**src/mqeb_pkg.sv**
```systemverilog
// Shared types and constants for the per-channel event queue block.
// Request/result structs, controller/datapath link structs, kind and status codes.
// No dependencies.
`default_nettype none

package mqeb_pkg;

  // request kinds
  localparam logic [1:0] KIND_REG    = 2'd0;
  localparam logic [1:0] KIND_INJECT = 2'd1;
  localparam logic [1:0] KIND_READ   = 2'd2;

  // result status codes
  localparam logic [2:0] ST_OK      = 3'd0;
  localparam logic [2:0] ST_EMPTY   = 3'd1;
  localparam logic [2:0] ST_BAD_CH  = 3'd2;
  localparam logic [2:0] ST_FULL    = 3'd3;
  localparam logic [2:0] ST_NO_FREE = 3'd4;

  // timestamp clock
  localparam logic [19:0] USEC_STEP    = 20'd1000;
  localparam logic [19:0] USEC_PER_SEC = 20'd1000000;

  typedef struct packed {
    logic [1:0]  kind;
    logic [2:0]  device;
    logic [15:0] event_type;
    logic [15:0] event_code;
    logic [31:0] event_value;
  } mqeb_req_t;

  typedef struct packed {
    logic [2:0]  status;
    logic [2:0]  assigned_device;
    logic [15:0] out_type;
    logic [15:0] out_code;
    logic [31:0] out_value;
    logic [31:0] out_seconds;
    logic [19:0] out_microseconds;
  } mqeb_res_t;

  // one stored event
  typedef struct packed {
    logic [15:0] ev_type;
    logic [15:0] ev_code;
    logic [31:0] ev_value;
    logic [31:0] seconds;
    logic [19:0] microseconds;
  } mqeb_entry_t;

  // controller -> datapath
  typedef struct packed {
    logic load;     // latch the accepted request
    logic exec;     // evaluate and commit the request
    logic rd_done;  // queue memory data is back, form the read result
  } mqeb_cmd_t;

  // datapath -> controller
  typedef struct packed {
    logic rd_hit;   // current request is a read that dequeues an event
  } mqeb_sts_t;

endpackage

`default_nettype wire

```
**src/mqeb_ctrl.sv**
```systemverilog
// Controller state machine for the per-channel event queue block.
// Sequences accept, execute and memory read; drives busy and the result strobe.
// Depends on mqeb_pkg.
`default_nettype none

module mqeb_ctrl (
  input  wire logic               clk,
  input  wire logic               rst_n,
  input  wire logic               start,
  output logic                    busy,
  output logic                    out_valid,
  output mqeb_pkg::mqeb_cmd_t     cmd,
  input  wire mqeb_pkg::mqeb_sts_t sts
);
  import mqeb_pkg::*;

  localparam logic [1:0] S_IDLE  = 2'd0;
  localparam logic [1:0] S_EXEC  = 2'd1;
  localparam logic [1:0] S_MEMRD = 2'd2;

  logic [1:0] state_r, state_nxt;
  logic       valid_r, valid_nxt;

  always_comb begin
    state_nxt = state_r;
    valid_nxt = 1'b0;
    case (state_r)
      S_IDLE: begin
        if (start) state_nxt = S_EXEC;
      end
      S_EXEC: begin
        if (sts.rd_hit) begin
          state_nxt = S_MEMRD;
        end else begin
          state_nxt = S_IDLE;
          valid_nxt = 1'b1;
        end
      end
      S_MEMRD: begin
        state_nxt = S_IDLE;
        valid_nxt = 1'b1;
      end
      default: begin
        state_nxt = S_IDLE;
      end
    endcase
  end

  always_ff @(posedge clk) begin
    if (!rst_n) begin
      state_r <= S_IDLE;
      valid_r <= 1'b0;
    end else begin
      state_r <= state_nxt;
      valid_r <= valid_nxt;
    end
  end

  assign busy        = (state_r != S_IDLE);
  assign out_valid   = valid_r;
  assign cmd.load    = start && (state_r == S_IDLE);
  assign cmd.exec    = (state_r == S_EXEC);
  assign cmd.rd_done = (state_r == S_MEMRD);

endmodule

`default_nettype wire

```
**config.mk**
```make
export PLATFORM = sky130hd
export DESIGN_NAME = mqeb_ctrl
export DESIGN_NICKNAME = d
export VERILOG_FILES = /design/src/mqeb_pkg.sv /design/src/mqeb_ctrl.sv
export SDC_FILE = /design/constraint.sdc
export NUM_CORES = 1
export LEC_CHECK = 0
export ABC_AREA = 1
export BUFFER_PORTS_ARGS = -buffer_cell sky130_fd_sc_hd__buf_4
export CORE_AREA = 3 3 40 42
export CTS_CLUSTER_DIAMETER = 30
export DETAILED_ROUTE_END_ITERATION = 10
export DIE_AREA = 0 0 43 45
export MAX_ROUTING_LAYER = met4
export PLACE_DENSITY = 0.33
export REMOVE_ABC_BUFFERS = 1
export SETUP_SLACK_MARGIN = 0.3
export SLEW_MARGIN = 20
export SYNTH_ARGS = -nofsm -noshare
export SYNTH_HDL_FRONTEND = slang
export SYNTH_SLANG_ARGS = --single-unit
export TNS_END_PERCENT = 100
```
**constraint.sdc**
```tcl
create_clock -name clk -period 1.45 [get_ports clk]
set_input_delay 0 -clock clk [delete_from_list [all_inputs] [get_ports clk]]
set_output_delay 0 -clock clk [all_outputs]
set_load 0.01 [all_outputs]
```
# Yosys cells after proc, flatten, opt, wreduce, memory -nomap -nowiden
# Cells that the tools add are included.
# word_totals
register_bits	3
output_inout_bits	5
input_bits	4
# op_classes
eq_ne	3
reduce_logical	3
muxes	5
# op_table
op	n
2-bit 2-to-1 mux	2
2-bit case mux with 2 select lines	1
2-bit by 1-bit == test with 1-bit output, second input constant	1
2-bit == test, second input constant	1
2-bit zero test	1
2-bit != test, second input constant	1
1-bit case mux with 2 select lines	1
2-bit nonzero test	1
1-bit logical AND	1
1-bit 2-to-1 mux	1

# Longest topological paths before layout
# Gate-level depths: netlist of the first run.
# logic_depth
depth_word	2
depth_mapped	6
depth_no_buf	6

# Least setup slack after synthesis of the first run
# Ideal clock, no wire load.
# synth_timing
path_kind	register to register
startpoint	register state_r[0]
endpoint	register state_r[0]
required_time_ps	1337
synth_period_minus_slack_ps	1002
stages_incl_launch_ff	7
arrival_ps	890
path_slack_ps	448
setup_ps	113
path_cell_list	dfxtp_1 -> inv_1 -> ha_1 -> inv_2 -> nor2_2 -> nor2_1 -> nor2_1
# synth_via
elab_chain_cells	2
# synth_lines
item	line_no	source
start, declared	mqeb_ctrl.sv:21	logic [1:0] state_r, state_nxt;
start signal, assigned	mqeb_ctrl.sv:54	state_r <= state_nxt;
2-bit by 1-bit == test with 1-bit output or 2-bit zero test (tied branches)	mqeb_ctrl.sv:27	case (state_r)
2-bit case mux with 2 select lines or 2-bit != test (tied branches)	n/a	
# Parallel ways exist; a longest one is shown, timed or not.
# A chain may end at the register's enable or synchronous reset.

==> flow_metrics.env, run 1 <==
export IMPL_vdd_drop_max_v=0.0003790
export IMPL_max_slew_margin=0.9193
export IMPL_leakagePower_nw=0.1805
export IMPL_cts_tree="yes"
export IMPL_tightestPinTransition_ns=0.1208
export IMPL_ant_nets=0
export IMPL_timing_fmax_mhz=942.9
export IMPL_clk_path_buf_depth=2
export IMPL_grt_max_degree=6
export IMPL_place_ws_ns=0.3495
export IMPL_grt_pass1_wl_um=759
export IMPL_ys_seq_area_frac=0.2892
export IMPL_p_sw_uw=131.2
export IMPL_ys_ff_latch=3
export IMPL_cap_violations=0
export IMPL_area_growth_pct=57.23
export IMPL_via_count=196
export IMPL_grt_pass1_vias=185
export IMPL_r2r_slack_ns=0.47
export IMPL_grt_overflow=0
export IMPL_grt_total_usage=0.05998
export IMPL_root_buffer="clkbuf_4"
export IMPL_yosysTopAreaCellShare=0.3012
export IMPL_grt_antenna_before_repair=0
export IMPL_die_area_um2=1935
export IMPL_clkSlewWorstSetupHoldPaths_ns=0.04
export IMPL_status="completed"
export IMPL_endpoint_kind="primary output"
export IMPL_port_buffers=8
export IMPL_worst_skew_pair_late_latency_ns=0.24
export IMPL_avgRoutedWirePerCell_um=8.946
export IMPL_drt_pass1_iterations=3
export IMPL_cp_max_fo=5
export IMPL_syn_instance_count=29
export IMPL_seqPwrFrac=0.258
export IMPL_io_pins=9
export IMPL_final_cells=56
export IMPL_holdWs_ns=0.007254
export IMPL_wl_um=501
export IMPL_diodes=0
export IMPL_swShare=0.3285
export IMPL_hold_buffers=0
export IMPL_place_inst=52
export IMPL_synthTopCellsByArea="ha_1 (30%), dfxtp_1 (29%), inv_1 (11%)"
export IMPL_fin_total_pwr_uw=399.3
export IMPL_drive_above_1_share=0.4146
export IMPL_fin_util=0.2541
export IMPL_dp_hpwl_um=347
export IMPL_yosys_area_top_type="ha_1"
export IMPL_drc_errors=0
export IMPL_p_comb_frac=0.367
export IMPL_p_int_uw=268.1
export IMPL_core_area_um2=1285
export IMPL_setup_worst_path_start="state_r[1]"
export IMPL_setup_viol_count_final=0
export IMPL_hold_viol=0
export IMPL_min_period_ns=1.061
export IMPL_tns_ns=0
export IMPL_ff2ff_path_depth=6
export IMPL_r2r_start="state_r[1]"
export IMPL_skew_ns=0.001558
export IMPL_ys_types=9
export IMPL_rows=13
export IMPL_arrival_ns=1.06
export IMPL_cp_start_kind="flop"
export IMPL_cts_htree_levels=1
export IMPL_fin_area_um2=326.6
export IMPL_die_h_um=45
export IMPL_initial_core_util=0.1616
export IMPL_post_route_period_util=0.7314
export IMPL_cp_endpoint="cmd[2]"
export IMPL_cts_buffers=3
export IMPL_worstPathRequired_ns=1.45
export IMPL_n_fill_cell=145
export IMPL_slew_violations=0
export IMPL_place_area_um2=286.5
export IMPL_fp_dieW_um=43
export IMPL_rsz0062_at_grt="no"
export IMPL_path_class="flop to primary output"
export IMPL_nNetsFinal=51
export IMPL_hold_class="input pin to flop"
export IMPL_p_clk_frac=0.375
export IMPL_postCtsSetupBuffers=0
export IMPL_yosys_warnings=0
export IMPL_regToRegEndpoint="state_r[1]"
export IMPL_routed_via_density=3.500
export IMPL_routabilityCongestion=0.7623
export IMPL_clock_sinks=3
export IMPL_p_per_area_nw_per_um2=1223
export IMPL_first_iter_violations=3
export IMPL_netlist_area_um2=207.7
export IMPL_avgSynthCellArea_um2=7.162
export IMPL_postLayoutSetupSlackWorst_ns=0.3895
## critical path, stage by stage, from the launching register on
cell and delay [ns]:
dfxtp_1 0.34, inv_2 0.08, ha_4 0.18, nand2_1 0.06, inv_1 0.03, buf_4 0.13
## kinds of logic (layout without fill, tap and decap cells)
family,after synthesis,in the layout,share of synthesized area
buffers and inverters,7,19,0.1265
adders and majority gates,5,5,0.3012
DFF,3,3,0.2892
and+or+nand+nor,13,13,0.2591
AOI/OAI and AO/OA,1,1,0.02407
## layout make-up
class	count	area [um2]	area share
Clock buffer	4	26.28	0.08046
Inverter	7	26.28	0.08046
Multi-Input combinational cell	19	133.9	0.4100
Sequential cell	3	61.31	0.1877
Tap cell	15	18.77	0.05747
Timing Repair Buffer	8	60.06	0.1839
## cells in the mapped netlist
| library cell | instances |
|---|---|
| a21oi_1 | 1 |
| dfxtp_1 | 3 |
| ha_1 | 5 |
| inv_1 | 6 |
| inv_2 | 1 |
| nand2_1 | 5 |
| nand3_1 | 2 |
| nor2_1 | 5 |
| nor2_2 | 1 |
## routing by layer
layer	up-vias	track usage	share of wire
met5	-	-	0
met4	0	0.01807	0
met3	0	0.05179	0.10
met2	7	0.08982	0.46
met1	81	0.05769	0.43
li1	108	-	-
## placed cells by master (no fill, tap or decap), types with 2 or more instances in the layout
master / netlist / layout
nand2_1: 5 / 5
dfxtp_1: 3 / 2
nand3_1: 2 / 2
nor2_1: 5 / 5
ha_1: 5 / 4
clkbuf_4: 0 / 3
buf_4: 0 / 8
inv_2: 1 / 3
inv_1: 6 / 4
## state kept, by name, indices dropped and copies added (netlist names)
| signal | flops |
|---|---|
| state_r | 2 |
| out_valid | 1 |
## power by group through the flow
stage	combinational, mW	clock, mW	sequential, mW
2_1_floorplan	0.0788	0	0.101
3_3_place_gp	0.130	0	0.102
3_5_place_dp	0.129	0	0.102
4_1_cts	0.133	0.155	0.102
5_1_grt	0.168	0.159	0.104
6_report	0.146	0.150	0.103
## how the worst min path moves through the flow
stage / to / start / slack, ns / cells past startpoint
finish: state_r[0] / rst_n / 0.007 / 3
global route: state_r[0] / rst_n / 0.01 / 3
CTS: state_r[0] / rst_n / 0.004 / 3
detailed placement: state_r[1] / rst_n / 0.25 / 3
global placement: state_r[1] / rst_n / 0.25 / 3
floorplan: cmd[2] / start / 0.09 / 2
## timing repair
item / CTS / global route
gates cloned: 0 / 0
gates resized for setup: 2 / 3
endpoints found under the hold margin: 0 / 0
setup endpoints to repair: 2 / 2
Note: power is estimated with default switching activity, not from simulation.
==> inputs of run 2 (changes only) <==
--- a/config.mk
+++ b/config.mk
@@ -12,7 +12,7 @@
 export DETAILED_ROUTE_END_ITERATION = 10
 export DIE_AREA = 0 0 43 45
 export MAX_ROUTING_LAYER = met4
-export PLACE_DENSITY = 0.33
+export PLACE_DENSITY = 0.34
 export REMOVE_ABC_BUFFERS = 1
 export SETUP_SLACK_MARGIN = 0.3
 export SLEW_MARGIN = 20
==> constraint.sdc (replaced) <==
create_clock -name clk -period 0.9 [get_ports clk]
set_input_delay 0 -clock clk [delete_from_list [all_inputs] [get_ports clk]]
set_output_delay 0 -clock clk [all_outputs]
set_load 0.01 [all_outputs]
==> flow_metrics.env, run 2 (synthesis results as in run 1) <==
export IMPL_setup_viol_count_final=7
export IMPL_clkSlewWorstSetupHoldPaths_ns=0.04
export IMPL_avgRoutedWirePerCell_um=8.419
export IMPL_dp_hpwl_um=384.7
export IMPL_postLayoutSetupSlackWorst_ns=-0.1264
export IMPL_diodes=0
export IMPL_fp_dieW_um=43
export IMPL_cp_start_kind="flop"
export IMPL_rsz0062_at_grt="yes"
export IMPL_initial_core_util=0.1616
export IMPL_leakagePower_nw=0.2147
export IMPL_slowest_delay_ns=0.33
export IMPL_ant_nets=0
export IMPL_path_buf_inv=4
export IMPL_worstPathRequired_ns=0.90
export IMPL_clock_sinks=3
export IMPL_min_period_ns=1.026
export IMPL_via_count=228
export IMPL_wl_met1_um=234
export IMPL_cts_buffers=3
export IMPL_worstPathCellList="inv_4 -> ha_4 -> inv_2 -> buf_6 -> buf_6"
export IMPL_cts_htree_levels=1
export IMPL_top_layer="met3"
export IMPL_slew_violations=0
export IMPL_place_ws_ns=-0.1533
export IMPL_crit_top_cell="buf_6"
export IMPL_hold_class="input pin to flop"
export IMPL_port_buffers=8
export IMPL_wl_met3_um=49
export IMPL_first_iter_violations=2
export IMPL_root_buffer="clkbuf_4"
export IMPL_cts_tree="yes"
export IMPL_wl_met2_um=238
export IMPL_vdd_drop_max_v=0.0008786
export IMPL_endpoint_kind="primary output"
export IMPL_rows=13
export IMPL_cp_max_fo=4
export IMPL_wl_um=522
export IMPL_status="complete, but fails checks"
export IMPL_core_area_um2=1285
export IMPL_tightestPinTransition_ns=0.09646
export IMPL_grt_pass1_wl_um=834
export IMPL_p_per_area_nw_per_um2=1882
export IMPL_drive_above_1_share=0.5745
export IMPL_largest_register="state_r"
export IMPL_grt_max_degree=5
export IMPL_routed_via_density=3.677
export IMPL_die_area_um2=1935
export IMPL_nNetsFinal=57
export IMPL_grt_total_usage=0.06084
export IMPL_routabilityCongestion=0.7653
export IMPL_hold_viol=0
export IMPL_fin_total_pwr_uw=765.1
export IMPL_holdWs_ns=0.01419
export IMPL_cp_top_family="flip-flops"
export IMPL_grt_pass1_vias=218
export IMPL_drc_errors=0
export IMPL_drt_pass1_iterations=3
export IMPL_violations="negative setup slack"
export IMPL_path_class="flop to primary output"
export IMPL_skew_ns=0.001272
export IMPL_cap_violations=0
export IMPL_final_cell_mix="buf_4 (10), nand2_1 (5), inv_1 (4), nor2_1 (4), buf_6 (4)"
export IMPL_timing_fmax_mhz=974.3
export IMPL_arrival_ns=1.03
export IMPL_fin_util=0.3165
export IMPL_io_pins=9
export IMPL_fin_area_um2=406.6
export IMPL_die_h_um=45
export IMPL_area_growth_pct=95.78
export IMPL_largest_reg_flops=2
export IMPL_layout_commonest_cell="buf_4"
export IMPL_max_slew_margin=0.9357
export IMPL_clk_path_buf_depth=2
export IMPL_worst_skew_pair_late_latency_ns=0.24
export IMPL_place_area_um2=316.6
export IMPL_cp_slowest_cell="dfxtp_2"
export IMPL_grt_overflow=0
export IMPL_post_route_period_util=1.140
export IMPL_grt_antenna_before_repair=0
-- run 2: cell count changes in the layout (fill, tap and decap cells not counted), moves of 2 or more --
| cell | before | now |
|---|---|---|
| buf_4 | 8 | 10 |
| buf_6 | 0 | 4 |
| inv_2 | 3 | 1 |
| inv_4 | 0 | 2 |
-- run 2: worst min-delay path, stage by stage --
cell     delay [ns]
buf_4          0.12
nand2_1        0.06
nor2_1         0.04
-- run 2: final timing paths --
path              startpoint          to  slack, ns  depth (start not counted)
setup / recovery  state_r[1]        busy      -0.13                          5
hold / removal         rst_n  state_r[0]       0.01                          3
setup reg to reg  state_r[1]  state_r[0]      -0.09                          7
hold reg to reg   state_r[1]   out_valid       0.67                          3
-- run 2: cell type report --
class | instances | area, um2
clock buffers | 4 | 26.28
inverters | 7 | 31.28
well taps | 15 | 18.77
flip-flops and latches | 3 | 62.56
multi-input cells | 19 | 147.6
repair buffers | 14 | 120.1
fillers | 145 | 878.3
-- run 2: metrics by stage --
stage	TNS, ns	std cells
6_report	-0.6238	62
3_3_place_gp	-0.3773	56
3_5_place_dp	-0.4327	56
2_1_floorplan	-0.2279	29
5_1_grt	-0.9928	62
4_1_cts	-0.7279	62
-- run 2: repair_timing --
action / CTS / global route
setup endpoints to repair: 8 / 8
gates resized for setup: 12 / 4
endpoints found under the hold margin: 1 / 0
pin swaps: 3 / 2
setup buffers: 2 / 0
-- run 2: routing by layer --
layer,global-route usage,vias to the layer above
li1,-,120
met1,0.07212,100
met2,0.08383,8
met3,0.03984,0
met4,0.01807,0
met5,-,-
-- run 2: report_power, final --
group,switching (mW),total (mW),leakage [nW],internal [mW]
Combinational,0.153,0.352,0.174,0.199
Sequential,0.0148,0.168,0.0253,0.154
Clock,0.0779,0.245,0.0150,0.167
Total,0.246,0.765,0.215,0.519
